`config.mk`:
```
export PLATFORM = sky130hd
export DESIGN_NAME = timestamped_overlay_queue_top_flat
export DESIGN_NICKNAME = d
export VERILOG_FILES = /design/src/rtl/otq_pkg.sv /design/src/rtl/otq_in_if.sv /design/src/rtl/otq_out_if.sv /design/src/rtl/otq_ram.sv /design/src/rtl/otq_ctrl.sv /design/src/rtl/timestamped_overlay_queue_top.sv /design/src/flat_wrapper.sv
export SDC_FILE = /design/constraint.sdc
export NUM_CORES = 2
export LEC_CHECK = 0
export ABC_AREA = 0
export BUFFER_PORTS_ARGS = -buffer_cell sky130_fd_sc_hd__buf_2
export CAP_MARGIN = 10
export CORE_MARGIN = 2
export CORE_UTILIZATION = 35
export CTS_CLUSTER_DIAMETER = 40
export CTS_CLUSTER_SIZE = 14
export DETAILED_ROUTE_END_ITERATION = 16
export PLACE_DENSITY = 0.53
export SYNTH_ARGS = -nofsm -noshare
export SYNTH_HDL_FRONTEND = slang
export SYNTH_SLANG_ARGS = --single-unit
```
`constraint.sdc`:
```
create_clock -name clk -period 13.4 [get_ports clk]
set_clock_uncertainty 0.1 [all_clocks]
set_input_delay 1.34 -clock clk [delete_from_list [all_inputs] [get_ports clk]]
set_output_delay 1.34 -clock clk [all_outputs]
set_load 0.03 [all_outputs]
```
`src/rtl/otq_pkg.sv`:
```
// shared constants, types and helpers of the overlay timing queue
package otq_pkg;

  // ring geometry
  localparam int SLOTS  = 16;
  localparam int SLOT_W = (SLOTS > 1) ? $clog2(SLOTS) : 1;
  localparam int CNT_W  = $clog2(SLOTS + 1);

  // fixed field widths
  localparam int TIME_W     = 62;
  localparam int ACT_W      = 3;
  localparam int IDX_W      = 4;
  localparam int POS_W      = 4;
  localparam int STAT_W     = 2;
  localparam int CNT_OUT_W  = 5;
  localparam int MAXE_W     = 5;
  localparam int HOR_W      = 32;
  localparam int CFG_IDX_W  = 1;
  localparam int CFG_DATA_W = 32;

  // register reset values
  localparam logic [MAXE_W-1:0] MAXE_RESET = 5'd16;
  localparam logic [HOR_W-1:0]  HOR_RESET  = 32'd600000000;

  // action codes
  localparam logic [ACT_W-1:0] ACT_SET_TIME   = 3'd0;
  localparam logic [ACT_W-1:0] ACT_APPEND     = 3'd1;
  localparam logic [ACT_W-1:0] ACT_LOOKUP     = 3'd2;
  localparam logic [ACT_W-1:0] ACT_INVALIDATE = 3'd3;
  localparam logic [ACT_W-1:0] ACT_STATS      = 3'd4;

  // status codes
  localparam logic [STAT_W-1:0] ST_OK        = 2'd0;
  localparam logic [STAT_W-1:0] ST_NOT_FOUND = 2'd1;
  localparam logic [STAT_W-1:0] ST_FULL      = 2'd2;
  localparam logic [STAT_W-1:0] ST_REJECT    = 2'd3;

  // configuration register indexes
  localparam logic [CFG_IDX_W-1:0] REG_MAX_ENTRIES = 1'd0;
  localparam logic [CFG_IDX_W-1:0] REG_HORIZON     = 1'd1;

  // one stored interval
  typedef struct packed {
    logic [TIME_W-1:0] start;
    logic [TIME_W-1:0] stop;
  } entry_t;

  // request from the sequencer to the interval memory
  typedef struct packed {
    logic              we;
    logic [SLOT_W-1:0] waddr;
    entry_t            wdata;
    logic [SLOT_W-1:0] raddr;
  } mem_req_t;

  // ring slot of a position counted from the head
  function automatic logic [SLOT_W-1:0] slot_of(input logic [SLOT_W-1:0] head,
                                                input logic [CNT_W-1:0]  pos);
    logic [CNT_W:0] sum;
    sum = (CNT_W+1)'(head) + (CNT_W+1)'(pos);
    if (sum >= (CNT_W+1)'(SLOTS)) begin
      sum = sum - (CNT_W+1)'(SLOTS);
    end
    return sum[SLOT_W-1:0];
  endfunction

endpackage

```
`src/rtl/otq_in_if.sv`:
```
// command channel of the overlay timing queue
interface otq_in_if import otq_pkg::*; ();
  logic              valid;
  logic              ready;
  logic [ACT_W-1:0]  action;
  logic [TIME_W-1:0] time_value;
  logic [TIME_W-1:0] new_start;
  logic [TIME_W-1:0] new_stop;
  logic [IDX_W-1:0]  entry_index;

  modport source (output valid, action, time_value, new_start, new_stop, entry_index,
                  input ready);
  modport sink (input valid, action, time_value, new_start, new_stop, entry_index,
                output ready);
endinterface

```
`src/rtl/otq_out_if.sv`:
```
// reply channel of the overlay timing queue
interface otq_out_if import otq_pkg::*; ();
  logic                 valid;
  logic                 ready;
  logic [STAT_W-1:0]    status;
  logic                 hit;
  logic [POS_W-1:0]     hit_position;
  logic [TIME_W-1:0]    slot_start;
  logic [TIME_W-1:0]    slot_stop;
  logic [CNT_OUT_W-1:0] entry_count;
  logic [TIME_W-1:0]    fill_from;

  modport source (output valid, status, hit, hit_position, slot_start, slot_stop,
                  entry_count, fill_from, input ready);
  modport sink (input valid, status, hit, hit_position, slot_start, slot_stop,
                entry_count, fill_from, output ready);
endinterface

```
`src/rtl/otq_ram.sv`:
```
// simple dual-port memory, one write and one registered read port
module otq_ram #(
  parameter int WIDTH = 8,
  parameter int DEPTH = 16,
  parameter int AW    = (DEPTH > 1) ? $clog2(DEPTH) : 1
) (
  input  logic             clk,
  input  logic             we,
  input  logic [AW-1:0]    waddr,
  input  logic [WIDTH-1:0] wdata,
  input  logic [AW-1:0]    raddr,
  output logic [WIDTH-1:0] rdata
);

  logic [WIDTH-1:0] mem [DEPTH];

  // write port
  always_ff @(posedge clk) begin
    if (we) begin
      mem[waddr] <= wdata;
    end
  end

  // read port, registered
  always_ff @(posedge clk) begin
    rdata <= mem[raddr];
  end

endmodule

```
`src/rtl/otq_ctrl.sv`:
```
// command sequencer: queue pointers, walks over the interval memory, reply register
module otq_ctrl import otq_pkg::*; (
  input  logic                  clk,
  input  logic                  rst_n,
  otq_in_if.sink                in_if,
  otq_out_if.source             out_if,
  input  logic                  cfg_we,
  input  logic [CFG_IDX_W-1:0]  cfg_index,
  input  logic [CFG_DATA_W-1:0] cfg_wdata,
  output mem_req_t              mem_req,
  input  entry_t                mem_rdata
);

  typedef enum logic [3:0] {
    S_IDLE  = 4'b0001,
    S_WALK  = 4'b0010,
    S_STATS = 4'b0100,
    S_FIN   = 4'b1000
  } state_t;

  state_t              state_r, state_nxt;
  logic [SLOT_W-1:0]   head_r, head_nxt;
  logic [CNT_W-1:0]    count_r, count_nxt;
  logic [TIME_W-1:0]   cur_time_r, cur_time_nxt;
  logic [TIME_W-1:0]   qstart_r, qstart_nxt;
  logic [TIME_W-1:0]   tail_r, tail_nxt;
  logic [MAXE_W-1:0]   maxe_r, maxe_nxt;
  logic [HOR_W-1:0]    hor_r, hor_nxt;
  logic [ACT_W-1:0]    act_r, act_nxt;
  logic [TIME_W-1:0]   t_r, t_nxt;
  logic [IDX_W-1:0]    idx_r, idx_nxt;
  logic [CNT_W-1:0]    ik_r, ik_nxt;
  logic [CNT_W-1:0]    ck_r, ck_nxt;
  logic                cval_r, cval_nxt;
  logic [STAT_W-1:0]   res_status_r, res_status_nxt;
  logic                res_hit_r, res_hit_nxt;
  logic [POS_W-1:0]    res_pos_r, res_pos_nxt;
  logic [TIME_W-1:0]   res_start_r, res_start_nxt;
  logic [TIME_W-1:0]   res_stop_r, res_stop_nxt;
  logic                out_valid_r, out_valid_nxt;
  logic [STAT_W-1:0]   out_status_r;
  logic                out_hit_r;
  logic [POS_W-1:0]    out_pos_r;
  logic [TIME_W-1:0]   out_start_r;
  logic [TIME_W-1:0]   out_stop_r;
  logic [CNT_OUT_W-1:0] out_count_r;
  logic [TIME_W-1:0]   out_fill_r;

  logic                in_fire;
  logic                out_load;
  logic [TIME_W-1:0]   fill_w;
  logic [TIME_W:0]     limit_w;
  logic                full_w;
  logic                reject_w;
  logic [CNT_W-1:0]    ipos_w;
  logic [CNT_W-1:0]    cpos_w;
  logic                in_range_w;

  assign in_if.ready = (state_r == S_IDLE);
  assign in_fire     = in_if.valid && in_if.ready;
  assign out_load    = (state_r == S_FIN) && (!out_valid_r || out_if.ready);

  // fill point: tail stop, or the current time when empty
  assign fill_w = (count_r != '0) ? tail_r : cur_time_r;

  // append admission checks
  assign limit_w  = {1'b0, cur_time_r} + (TIME_W+1)'(hor_r);
  assign full_w   = (32'(count_r) >= 32'(maxe_r)) || (32'(count_r) >= 32'(SLOTS));
  assign reject_w = ((cur_time_r >= in_if.new_start) && (cur_time_r >= in_if.new_stop)) ||
                    ((TIME_W+1)'(in_if.new_start) >= limit_w) ||
                    (in_if.new_stop <= fill_w);

  // walk positions: forward from head, or backward from tail for invalidate
  assign ipos_w = (ik_r >= count_r) ? '0 :
                  (act_r == ACT_INVALIDATE) ? (count_r - CNT_W'(1) - ik_r) : ik_r;
  assign cpos_w = (ck_r >= count_r) ? '0 :
                  (act_r == ACT_INVALIDATE) ? (count_r - CNT_W'(1) - ck_r) : ck_r;
  assign in_range_w = (ck_r < count_r);

  // next-state logic
  always_comb begin
    state_nxt      = state_r;
    head_nxt       = head_r;
    count_nxt      = count_r;
    cur_time_nxt   = cur_time_r;
    qstart_nxt     = qstart_r;
    tail_nxt       = tail_r;
    maxe_nxt       = maxe_r;
    hor_nxt        = hor_r;
    act_nxt        = act_r;
    t_nxt          = t_r;
    idx_nxt        = idx_r;
    ik_nxt         = ik_r;
    ck_nxt         = ck_r;
    cval_nxt       = cval_r;
    res_status_nxt = res_status_r;
    res_hit_nxt    = res_hit_r;
    res_pos_nxt    = res_pos_r;
    res_start_nxt  = res_start_r;
    res_stop_nxt   = res_stop_r;
    out_valid_nxt  = out_valid_r && !out_if.ready;
    mem_req.we     = 1'b0;
    mem_req.waddr  = slot_of(head_r, count_r);
    mem_req.wdata  = '{start: in_if.new_start, stop: in_if.new_stop};
    mem_req.raddr  = (state_r == S_IDLE) ? slot_of(head_r, CNT_W'(in_if.entry_index))
                                         : slot_of(head_r, ipos_w);

    // configuration writes
    if (cfg_we) begin
      case (cfg_index)
        REG_MAX_ENTRIES: maxe_nxt = cfg_wdata[MAXE_W-1:0];
        REG_HORIZON:     hor_nxt  = cfg_wdata[HOR_W-1:0];
        default: ;
      endcase
    end

    case (state_r)
      // take a transaction and settle the short commands at once
      S_IDLE: begin
        if (in_fire) begin
          act_nxt        = in_if.action;
          t_nxt          = in_if.time_value;
          idx_nxt        = in_if.entry_index;
          ik_nxt         = '0;
          cval_nxt       = 1'b0;
          res_status_nxt = ST_OK;
          res_hit_nxt    = 1'b0;
          res_pos_nxt    = '0;
          res_start_nxt  = '0;
          res_stop_nxt   = '0;
          state_nxt      = S_FIN;
          case (in_if.action)
            ACT_SET_TIME: begin
              cur_time_nxt = in_if.time_value;
              qstart_nxt   = in_if.time_value;
              if (in_if.time_value < qstart_r) begin
                count_nxt = '0;
              end else begin
                state_nxt = S_WALK;
              end
            end
            ACT_APPEND: begin
              if (full_w) begin
                res_status_nxt = ST_FULL;
              end else if (reject_w) begin
                res_status_nxt = ST_REJECT;
              end else begin
                mem_req.we = 1'b1;
                count_nxt  = count_r + CNT_W'(1);
                tail_nxt   = in_if.new_stop;
              end
            end
            ACT_LOOKUP, ACT_INVALIDATE: begin
              state_nxt = S_WALK;
            end
            ACT_STATS: begin
              if (32'(in_if.entry_index) < 32'(count_r)) begin
                state_nxt = S_STATS;
              end else begin
                res_status_nxt = ST_NOT_FOUND;
              end
            end
            default: begin
              res_status_nxt = ST_NOT_FOUND;
            end
          endcase
        end
      end

      // one read issued per cycle, the previous one checked
      S_WALK: begin
        ik_nxt   = (ik_r >= count_r) ? ik_r : ik_r + CNT_W'(1);
        ck_nxt   = ik_r;
        cval_nxt = 1'b1;
        if (cval_r) begin
          case (act_r)
            ACT_SET_TIME: begin
              if (!in_range_w || (t_r < mem_rdata.stop)) begin
                head_nxt  = slot_of(head_r, ck_r);
                count_nxt = count_r - ck_r;
                cval_nxt  = 1'b0;
                state_nxt = S_FIN;
              end
            end
            ACT_LOOKUP: begin
              if (!in_range_w) begin
                res_status_nxt = ST_NOT_FOUND;
                cval_nxt       = 1'b0;
                state_nxt      = S_FIN;
              end else if ((mem_rdata.start <= t_r) && (t_r < mem_rdata.stop)) begin
                res_status_nxt = ST_OK;
                res_hit_nxt    = 1'b1;
                res_pos_nxt    = POS_W'(ck_r);
                res_start_nxt  = mem_rdata.start;
                res_stop_nxt   = mem_rdata.stop;
                cval_nxt       = 1'b0;
                state_nxt      = S_FIN;
              end
            end
            ACT_INVALIDATE: begin
              if (!in_range_w) begin
                count_nxt = '0;
                cval_nxt  = 1'b0;
                state_nxt = S_FIN;
              end else if (mem_rdata.stop <= t_r) begin
                count_nxt = count_r - ck_r;
                tail_nxt  = mem_rdata.stop;
                cval_nxt  = 1'b0;
                state_nxt = S_FIN;
              end else if (mem_rdata.start < t_r) begin
                // trim the tail entry to end at the given time
                mem_req.we    = 1'b1;
                mem_req.waddr = slot_of(head_r, cpos_w);
                mem_req.wdata = '{start: mem_rdata.start, stop: t_r};
                count_nxt     = count_r - ck_r;
                tail_nxt      = t_r;
                cval_nxt      = 1'b0;
                state_nxt     = S_FIN;
              end
            end
            default: begin
              cval_nxt  = 1'b0;
              state_nxt = S_FIN;
            end
          endcase
        end
      end

      // entry read by position
      S_STATS: begin
        res_pos_nxt   = POS_W'(idx_r);
        res_start_nxt = mem_rdata.start;
        res_stop_nxt  = mem_rdata.stop;
        state_nxt     = S_FIN;
      end

      // hand the reply to the output register once it is free
      S_FIN: begin
        if (out_load) begin
          out_valid_nxt = 1'b1;
          state_nxt     = S_IDLE;
        end
      end

      default: begin
        state_nxt = S_IDLE;
      end
    endcase
  end

  // control state
  always_ff @(posedge clk) begin
    if (!rst_n) begin
      state_r     <= S_IDLE;
      head_r      <= '0;
      count_r     <= '0;
      cur_time_r  <= '0;
      qstart_r    <= '0;
      maxe_r      <= MAXE_RESET;
      hor_r       <= HOR_RESET;
      cval_r      <= 1'b0;
      out_valid_r <= 1'b0;
    end else begin
      state_r     <= state_nxt;
      head_r      <= head_nxt;
      count_r     <= count_nxt;
      cur_time_r  <= cur_time_nxt;
      qstart_r    <= qstart_nxt;
      maxe_r      <= maxe_nxt;
      hor_r       <= hor_nxt;
      cval_r      <= cval_nxt;
      out_valid_r <= out_valid_nxt;
    end
  end

  // transaction and reply payload
  always_ff @(posedge clk) begin
    tail_r       <= tail_nxt;
    act_r        <= act_nxt;
    t_r          <= t_nxt;
    idx_r        <= idx_nxt;
    ik_r         <= ik_nxt;
    ck_r         <= ck_nxt;
    res_status_r <= res_status_nxt;
    res_hit_r    <= res_hit_nxt;
    res_pos_r    <= res_pos_nxt;
    res_start_r  <= res_start_nxt;
    res_stop_r   <= res_stop_nxt;
    if (out_load) begin
      out_status_r <= res_status_r;
      out_hit_r    <= res_hit_r;
      out_pos_r    <= res_pos_r;
      out_start_r  <= res_start_r;
      out_stop_r   <= res_stop_r;
      out_count_r  <= CNT_OUT_W'(count_r);
      out_fill_r   <= fill_w;
    end
  end

  // reply channel
  assign out_if.valid        = out_valid_r;
  assign out_if.status       = out_status_r;
  assign out_if.hit          = out_hit_r;
  assign out_if.hit_position = out_pos_r;
  assign out_if.slot_start   = out_start_r;
  assign out_if.slot_stop    = out_stop_r;
  assign out_if.entry_count  = out_count_r;
  assign out_if.fill_from    = out_fill_r;

`ifndef SYNTHESIS
  a_count_bound: assert property (@(posedge clk) disable iff (!rst_n)
    32'(count_r) <= 32'(SLOTS))
    else $error("entry count beyond ring size");

  a_walk_range: assert property (@(posedge clk) disable iff (!rst_n)
    (state_r == S_WALK && cval_r) |-> (ck_r <= count_r))
    else $error("walk checked past the held entries");

  a_mem_write: assert property (@(posedge clk) disable iff (!rst_n)
    mem_req.we |-> ((in_fire && in_if.action == ACT_APPEND) ||
                    (state_r == S_WALK && act_r == ACT_INVALIDATE)))
    else $error("memory written outside append or trim");

  a_head_move: assert property (@(posedge clk) disable iff (!rst_n)
    ($past(rst_n) && head_r != $past(head_r)) |->
      $past(state_r == S_WALK && act_r == ACT_SET_TIME))
    else $error("head moved outside expiry walk");

  a_out_load: assert property (@(posedge clk) disable iff (!rst_n)
    $rose(out_valid_r) |-> $past(state_r == S_FIN))
    else $error("reply raised without a finished transaction");
`endif

endmodule

```
`src/rtl/timestamped_overlay_queue_top.sv`:
```
// Overlay timing queue: keeps a ring of display intervals and answers commands on them.
//
// in_if carries one command transaction (set_time, append, lookup, invalidate, entry
// read); out_if returns exactly one reply transaction per command, in order. Both use
// valid/ready and move a transaction at a clock edge with both high. cfg_we, cfg_index
// and cfg_wdata write max_entries (index 0) and lookahead_horizon (index 1); the user must
// write them only while no command is in flight, which the block itself does not enforce.
// Append, entry read, clears and unused codes are settled without a walk over the ring.
// Set_time, lookup and invalidate walk the ring one entry per cycle through the single
// read port of the interval memory. One command is worked on at a time; a new one is
// taken in the cycle after the previous reply moves into the output register.
// The output register holds a reply while the receiver stalls; the next command is
// still taken and worked on, and its reply waits until the register is free.
// Reset (rst_n low, synchronous) empties the queue, zeroes the current time and loads
// the register defaults; the interval memory itself is not cleared.
module timestamped_overlay_queue_top import otq_pkg::*; (
  input  logic                  clk,
  input  logic                  rst_n,
  otq_in_if.sink                in_if,
  otq_out_if.source             out_if,
  input  logic                  cfg_we,
  input  logic [CFG_IDX_W-1:0]  cfg_index,
  input  logic [CFG_DATA_W-1:0] cfg_wdata
);

  mem_req_t mem_req;
  entry_t   mem_rdata;

  // command sequencer
  otq_ctrl u_ctrl (
    .clk       (clk),
    .rst_n     (rst_n),
    .in_if     (in_if),
    .out_if    (out_if),
    .cfg_we    (cfg_we),
    .cfg_index (cfg_index),
    .cfg_wdata (cfg_wdata),
    .mem_req   (mem_req),
    .mem_rdata (mem_rdata)
  );

  // interval memory
  otq_ram #(
    .WIDTH ($bits(entry_t)),
    .DEPTH (SLOTS)
  ) u_ram (
    .clk   (clk),
    .we    (mem_req.we),
    .waddr (mem_req.waddr),
    .wdata (mem_req.wdata),
    .raddr (mem_req.raddr),
    .rdata (mem_rdata)
  );

endmodule
```
`src/flat_wrapper.sv`:
```
// flat-port wrapper written by rule: the top's interface ports become plain ports
module timestamped_overlay_queue_top_flat import otq_pkg::*;
  (clk, rst_n, cfg_we, cfg_index, cfg_wdata, in_if_valid, in_if_action, in_if_time_value, in_if_new_start, in_if_new_stop, in_if_entry_index, in_if_ready, out_if_valid, out_if_status, out_if_hit, out_if_hit_position, out_if_slot_start, out_if_slot_stop, out_if_entry_count, out_if_fill_from, out_if_ready);
  otq_in_if in_if_i ();
  otq_out_if out_if_i ();
  input  logic clk;
  input  logic rst_n;
  input  logic cfg_we;
  input  logic [CFG_IDX_W-1:0] cfg_index;
  input  logic [CFG_DATA_W-1:0] cfg_wdata;
  input wire logic [$bits(in_if_i.valid)-1:0] in_if_valid;
  input wire logic [$bits(in_if_i.action)-1:0] in_if_action;
  input wire logic [$bits(in_if_i.time_value)-1:0] in_if_time_value;
  input wire logic [$bits(in_if_i.new_start)-1:0] in_if_new_start;
  input wire logic [$bits(in_if_i.new_stop)-1:0] in_if_new_stop;
  input wire logic [$bits(in_if_i.entry_index)-1:0] in_if_entry_index;
  output wire logic [$bits(in_if_i.ready)-1:0] in_if_ready;
  output wire logic [$bits(out_if_i.valid)-1:0] out_if_valid;
  output wire logic [$bits(out_if_i.status)-1:0] out_if_status;
  output wire logic [$bits(out_if_i.hit)-1:0] out_if_hit;
  output wire logic [$bits(out_if_i.hit_position)-1:0] out_if_hit_position;
  output wire logic [$bits(out_if_i.slot_start)-1:0] out_if_slot_start;
  output wire logic [$bits(out_if_i.slot_stop)-1:0] out_if_slot_stop;
  output wire logic [$bits(out_if_i.entry_count)-1:0] out_if_entry_count;
  output wire logic [$bits(out_if_i.fill_from)-1:0] out_if_fill_from;
  input wire logic [$bits(out_if_i.ready)-1:0] out_if_ready;
  assign in_if_i.valid = in_if_valid;
  assign in_if_i.action = in_if_action;
  assign in_if_i.time_value = in_if_time_value;
  assign in_if_i.new_start = in_if_new_start;
  assign in_if_i.new_stop = in_if_new_stop;
  assign in_if_i.entry_index = in_if_entry_index;
  assign in_if_ready = in_if_i.ready;
  assign out_if_valid = out_if_i.valid;
  assign out_if_status = out_if_i.status;
  assign out_if_hit = out_if_i.hit;
  assign out_if_hit_position = out_if_i.hit_position;
  assign out_if_slot_start = out_if_i.slot_start;
  assign out_if_slot_stop = out_if_i.slot_stop;
  assign out_if_entry_count = out_if_i.entry_count;
  assign out_if_fill_from = out_if_i.fill_from;
  assign out_if_i.ready = out_if_ready;
  timestamped_overlay_queue_top u_core (.clk(clk), .rst_n(rst_n), .in_if(in_if_i), .out_if(out_if_i), .cfg_we(cfg_we), .cfg_index(cfg_index), .cfg_wdata(cfg_wdata));
endmodule
```
==> flow_metrics.env <==
export IMPL_grtUsageTotal_pct=22.0
export IMPL_peakVddDrop_mv=0.123
export IMPL_post_cts_resized_instances=0
export IMPL_wire_length_of_the_first_global_routing_pass_mm=513
export IMPL_relative_contribution_of_the_clock_network_to_total_power_pct=41.8
export IMPL_std_cell_rows=208
export IMPL_clk_pin_slew_ns=0.06
export IMPL_fin_crit_sh_pct=69.3
export IMPL_drtIter0Drc=7047
export IMPL_internal_power_uw=18200
export IMPL_synth_top_cells_by_area="sky130_fd_sc_hd__edfxtp_1 65%, sky130_fd_sc_hd__mux4_2 12%, sky130_fd_sc_hd__ha_1 5.6%"
export IMPL_setup_viol=0
export IMPL_synth_enable_flop_cells=2454
export IMPL_root_cell_of_the_clock_tree="sky130_fd_sc_hd__clkbuf_16"
export IMPL_path_class="flip-flop to flip-flop"
export IMPL_netSwitchingFraction_pct=29.0
export IMPL_hold_class="flip-flop to flip-flop"
export IMPL_io_pins=431
export IMPL_cts_post_setup_buffers_inserted=0
export IMPL_ys_types=81
export IMPL_hold_viol=0
export IMPL_crit_path_cell_trace="inv_1, ha_1, nor4b_2, buf_4, mux2i_1, ha_1, nand4_1, nor3_1, nand4_1, a31oi_1, nor3_1, o211a_1, a21oi_1, nand3_4, o41ai_2, and2_4, buf_4"
export IMPL_power_total_uw=25600
export IMPL_placer_s_final_routability_congestion_estimate=0.939
export IMPL_power_frac_comb_pct=17.6
export IMPL_fp_dieArea_um2=328000
export IMPL_timing_critical_path_from_type="flip-flop"
export IMPL_status="finished, final reports clean"
export IMPL_timing_slew_headroom_pct=8.01
export IMPL_report_final_slew_viol_count=0
export IMPL_setup_tns_final_ns=0
export IMPL_floorplan_die_width_um=573
export IMPL_timing_critical_path_slowest_stage_cell="sky130_fd_sc_hd__nor3_1"
export IMPL_ys_seq_area_share_pct=69.2
export IMPL_number_of_warning_messages_in_the_yosys_log=0
export IMPL_hold_buffers=0
export IMPL_synthToLayoutAreaGrowth_pct=19.6
export IMPL_post_dp_hpwl_mm=252
export IMPL_htree_num_levels=5
export IMPL_drtPass1Iterations=7
export IMPL_utilization_pct=42.1
export IMPL_insertion_delay_ns=0.96
export IMPL_tritoncts="built"
export IMPL_fmax_mhz=108
export IMPL_powerDensity_nw_per_um2=189
export IMPL_grt_max_degree=120
export IMPL_dieHeight_um=573
export IMPL_num_vias=64900
export IMPL_total_cts_buffers=395
export IMPL_fin_hold_ws_ns=0.310
export IMPL_timing_final_crit_period_ns=9.29
export IMPL_p_leak_uw=0.0479
export IMPL_grt_pass1_vias=64200
export IMPL_synthFlopType="sky130_fd_sc_hd__edfxtp_1"
export IMPL_critPathMaxStageDelay_ns=0.99
export IMPL_antenna_violating_nets_post_route=0
export IMPL_cts_sink_count=2692
export IMPL_total_global_routing_overflow=0
export IMPL_syn_mean_instance_area_um2=17.3
export IMPL_routed_via_density=5.42
export IMPL_power_sequential_fraction_pct=40.7
export IMPL_setup_ws_ns=4.11
export IMPL_routed_wire_length_per_instance_um=30.9
export IMPL_rsz0062_at_grt="false"
export IMPL_synth_net_count=7285
export IMPL_max_slew_worst_pin_slew_ns=1.38
export IMPL_preCtsSetupSlack_ns=4.46
export IMPL_io_buffer_count=430
export IMPL_total_switching_power_uw=7430
export IMPL_route_detailed_drc=0
export IMPL_core_region_area_um2=322000
export IMPL_drive_above_1_share_pct=25.9
export IMPL_timing_critical_path_arrival_ns=9.73
export IMPL_grt_antenna_before_repair=63
export IMPL_worstPathRequired_ns=13.84
export IMPL_synthesis_instances=6541
export IMPL_mappedNetlistArea_um2=113000
export IMPL_initial_cell_density_of_the_core_pct=35.2
export IMPL_critical_path_peak_fanout=46
export IMPL_cap_violations=0
export IMPL_critPathCaptureType="flip-flop"
export IMPL_wl_mm=369
export IMPL_synth_area_leader_cell="sky130_fd_sc_hd__edfxtp_1"
export IMPL_postSynth_asyncResetShare_pct=0
export IMPL_synthDominantCellAreaShare_pct=65.0
export IMPL_design_final_nets=8050
export IMPL_ys_seq_elements=2692
export IMPL_clock_path_buffers=4
-- per-layer routing --
metal / GRT usage (%) / vias up / share of wire, %
met2: 34.5 / 2847 / 46
met1: 31.2 / 33900 / 43
met4: 6.79 / 28 / 3.2
li1: - / 27500 / -
met3: 3.87 / 572 / 7.5
met5: 0 / - / 0.051
-- sequential cells by signal, indices dropped and copies added, names as in the netlist, 62 cells and up --
name	count
u_core.u_ram.mem	1984
u_core.u_ctrl.res_start_r	62
u_core.u_ctrl.tail_r	62
u_core.u_ctrl.qstart_r	62
u_core.u_ram.rdata	124
u_core.u_ctrl.out_if.slot_start	62
u_core.u_ctrl.res_stop_r	62
u_core.u_ctrl.t_r	62
u_core.u_ctrl.out_if.slot_stop	62
u_core.u_ctrl.out_if.fill_from	62
-- cells in the final DEF (no fill, tap or decap), types with 32 or more instances in the layout --
cell and instances:
sky130_fd_sc_hd__edfxtp_1 2454, sky130_fd_sc_hd__mux4_2 620, sky130_fd_sc_hd__ha_1 504, sky130_fd_sc_hd__nand2_1 493, sky130_fd_sc_hd__buf_2 430, sky130_fd_sc_hd__clkbuf_16 403, sky130_fd_sc_hd__inv_1 359, sky130_fd_sc_hd__a21oi_1 269
sky130_fd_sc_hd__dfxtp_1 238, sky130_fd_sc_hd__o21ai_0 226, sky130_fd_sc_hd__buf_4 175, sky130_fd_sc_hd__mux2i_1 131, sky130_fd_sc_hd__and2_1 129, sky130_fd_sc_hd__nor2_1 101, sky130_fd_sc_hd__nand3_1 80, sky130_fd_sc_hd__nand4_1 78
sky130_fd_sc_hd__a21o_1 75, sky130_fd_sc_hd__xnor2_1 60, sky130_fd_sc_hd__o21ai_1 52, sky130_fd_sc_hd__clkinv_2 51, sky130_fd_sc_hd__inv_6 48, sky130_fd_sc_hd__bufinv_16 46, sky130_fd_sc_hd__clkinv_4 43, sky130_fd_sc_hd__nor3_1 40
sky130_fd_sc_hd__clkbuf_1 37, sky130_fd_sc_hd__a211oi_1 35, sky130_fd_sc_hd__clkinvlp_4 32
-- final timing paths --
kind                                             to  slack [ns]  depth (start not counted)                        start
hold / removal    u_core.u_ctrl.out_if.slot_stop[3]        0.31                          0  u_core.u_ctrl.res_stop_r[3]
setup / recovery            u_core.u_ram.mem[0][49]        4.11                         17     u_core.u_ctrl.count_r[1]
hold reg to reg   u_core.u_ctrl.out_if.slot_stop[3]        0.31                          0  u_core.u_ctrl.res_stop_r[3]
setup reg to reg            u_core.u_ram.mem[0][49]        4.11                         17     u_core.u_ctrl.count_r[1]
-- worst max-delay path: cells and delay by family (launching register included) --
kind,cells,cell delay [ns]
flip-flops,1,0.45
multiplexers,1,0.22
AND/OR/NAND/NOR,7,3.53
AO/OA/AOI/OAI,4,2.03
adder cells (fa/ha/maj),2,0.55
buffers and inverters,3,1.62
-- through the flow --
stage          std cells  cell area [µm²]
6_report           12000           136000
5_1_grt            12000           136000
4_1_cts            11900           135000
3_5_place_dp       11200           122000
3_3_place_gp       11200           121000
2_1_floorplan       6541           113000
-- Yosys cell counts, types with 23 or more instances --
library cell	count
sky130_fd_sc_hd__mux2i_1	131
sky130_fd_sc_hd__dfxtp_1	238
sky130_fd_sc_hd__nor3_1	41
sky130_fd_sc_hd__a21oi_1	269
sky130_fd_sc_hd__edfxtp_1	2454
sky130_fd_sc_hd__and2_1	145
sky130_fd_sc_hd__xnor2_1	61
sky130_fd_sc_hd__a211oi_1	35
sky130_fd_sc_hd__a21o_1	75
sky130_fd_sc_hd__nand4_1	78
sky130_fd_sc_hd__clkbuf_1	215
sky130_fd_sc_hd__xor2_1	28
sky130_fd_sc_hd__nand2_1	494
sky130_fd_sc_hd__mux4_2	620
sky130_fd_sc_hd__buf_2	30
sky130_fd_sc_hd__o21ai_0	274
sky130_fd_sc_hd__nor2_1	102
sky130_fd_sc_hd__ha_1	505
sky130_fd_sc_hd__inv_1	360
sky130_fd_sc_hd__nor2b_1	23
sky130_fd_sc_hd__nand3_1	82
-- area by class of cell --
class | instances | area [µm²]
Antenna cell | 9 | 22.5
Clock buffer | 455 | 10400
Clock inverter | 290 | 3480
Fill cell | 28700 | 186000
Inverter | 366 | 1380
Multi-Input combinational cell | 3233 | 32700
Sequential cell | 2692 | 78500
Tap cell | 4305 | 5390
Timing Repair Buffer | 618 | 3700
-- power by group through the flow --
stage          combinational (µW)  sequential, µW  clock, µW
6_report                     4510           10400      10700
5_1_grt                      4810           10400      11200
4_1_cts                      4530           10400      10900
3_5_place_dp                 4510           10600          0
3_3_place_gp                 4470           10600          0
2_1_floorplan                2920           10200          0
-- kinds of logic (layout without fill, tap and decap cells) --
group / Yosys count / in the layout / share of synthesized area (%)
AO/OA/AOI/OAI: 804 / 804 / 4.21
XOR/XNOR: 89 / 89 / 0.688
adder cells (fa/ha/maj): 513 / 513 / 5.72
buffers and inverters: 616 / 1729 / 2.07
flip-flops: 2692 / 2692 / 69.2
multiplexers: 752 / 752 / 13.5
other: 0 / 9 / 0
AND/OR/NAND/NOR: 1075 / 1075 / 4.57
Note: power is estimated with default switching activity, not from simulation.
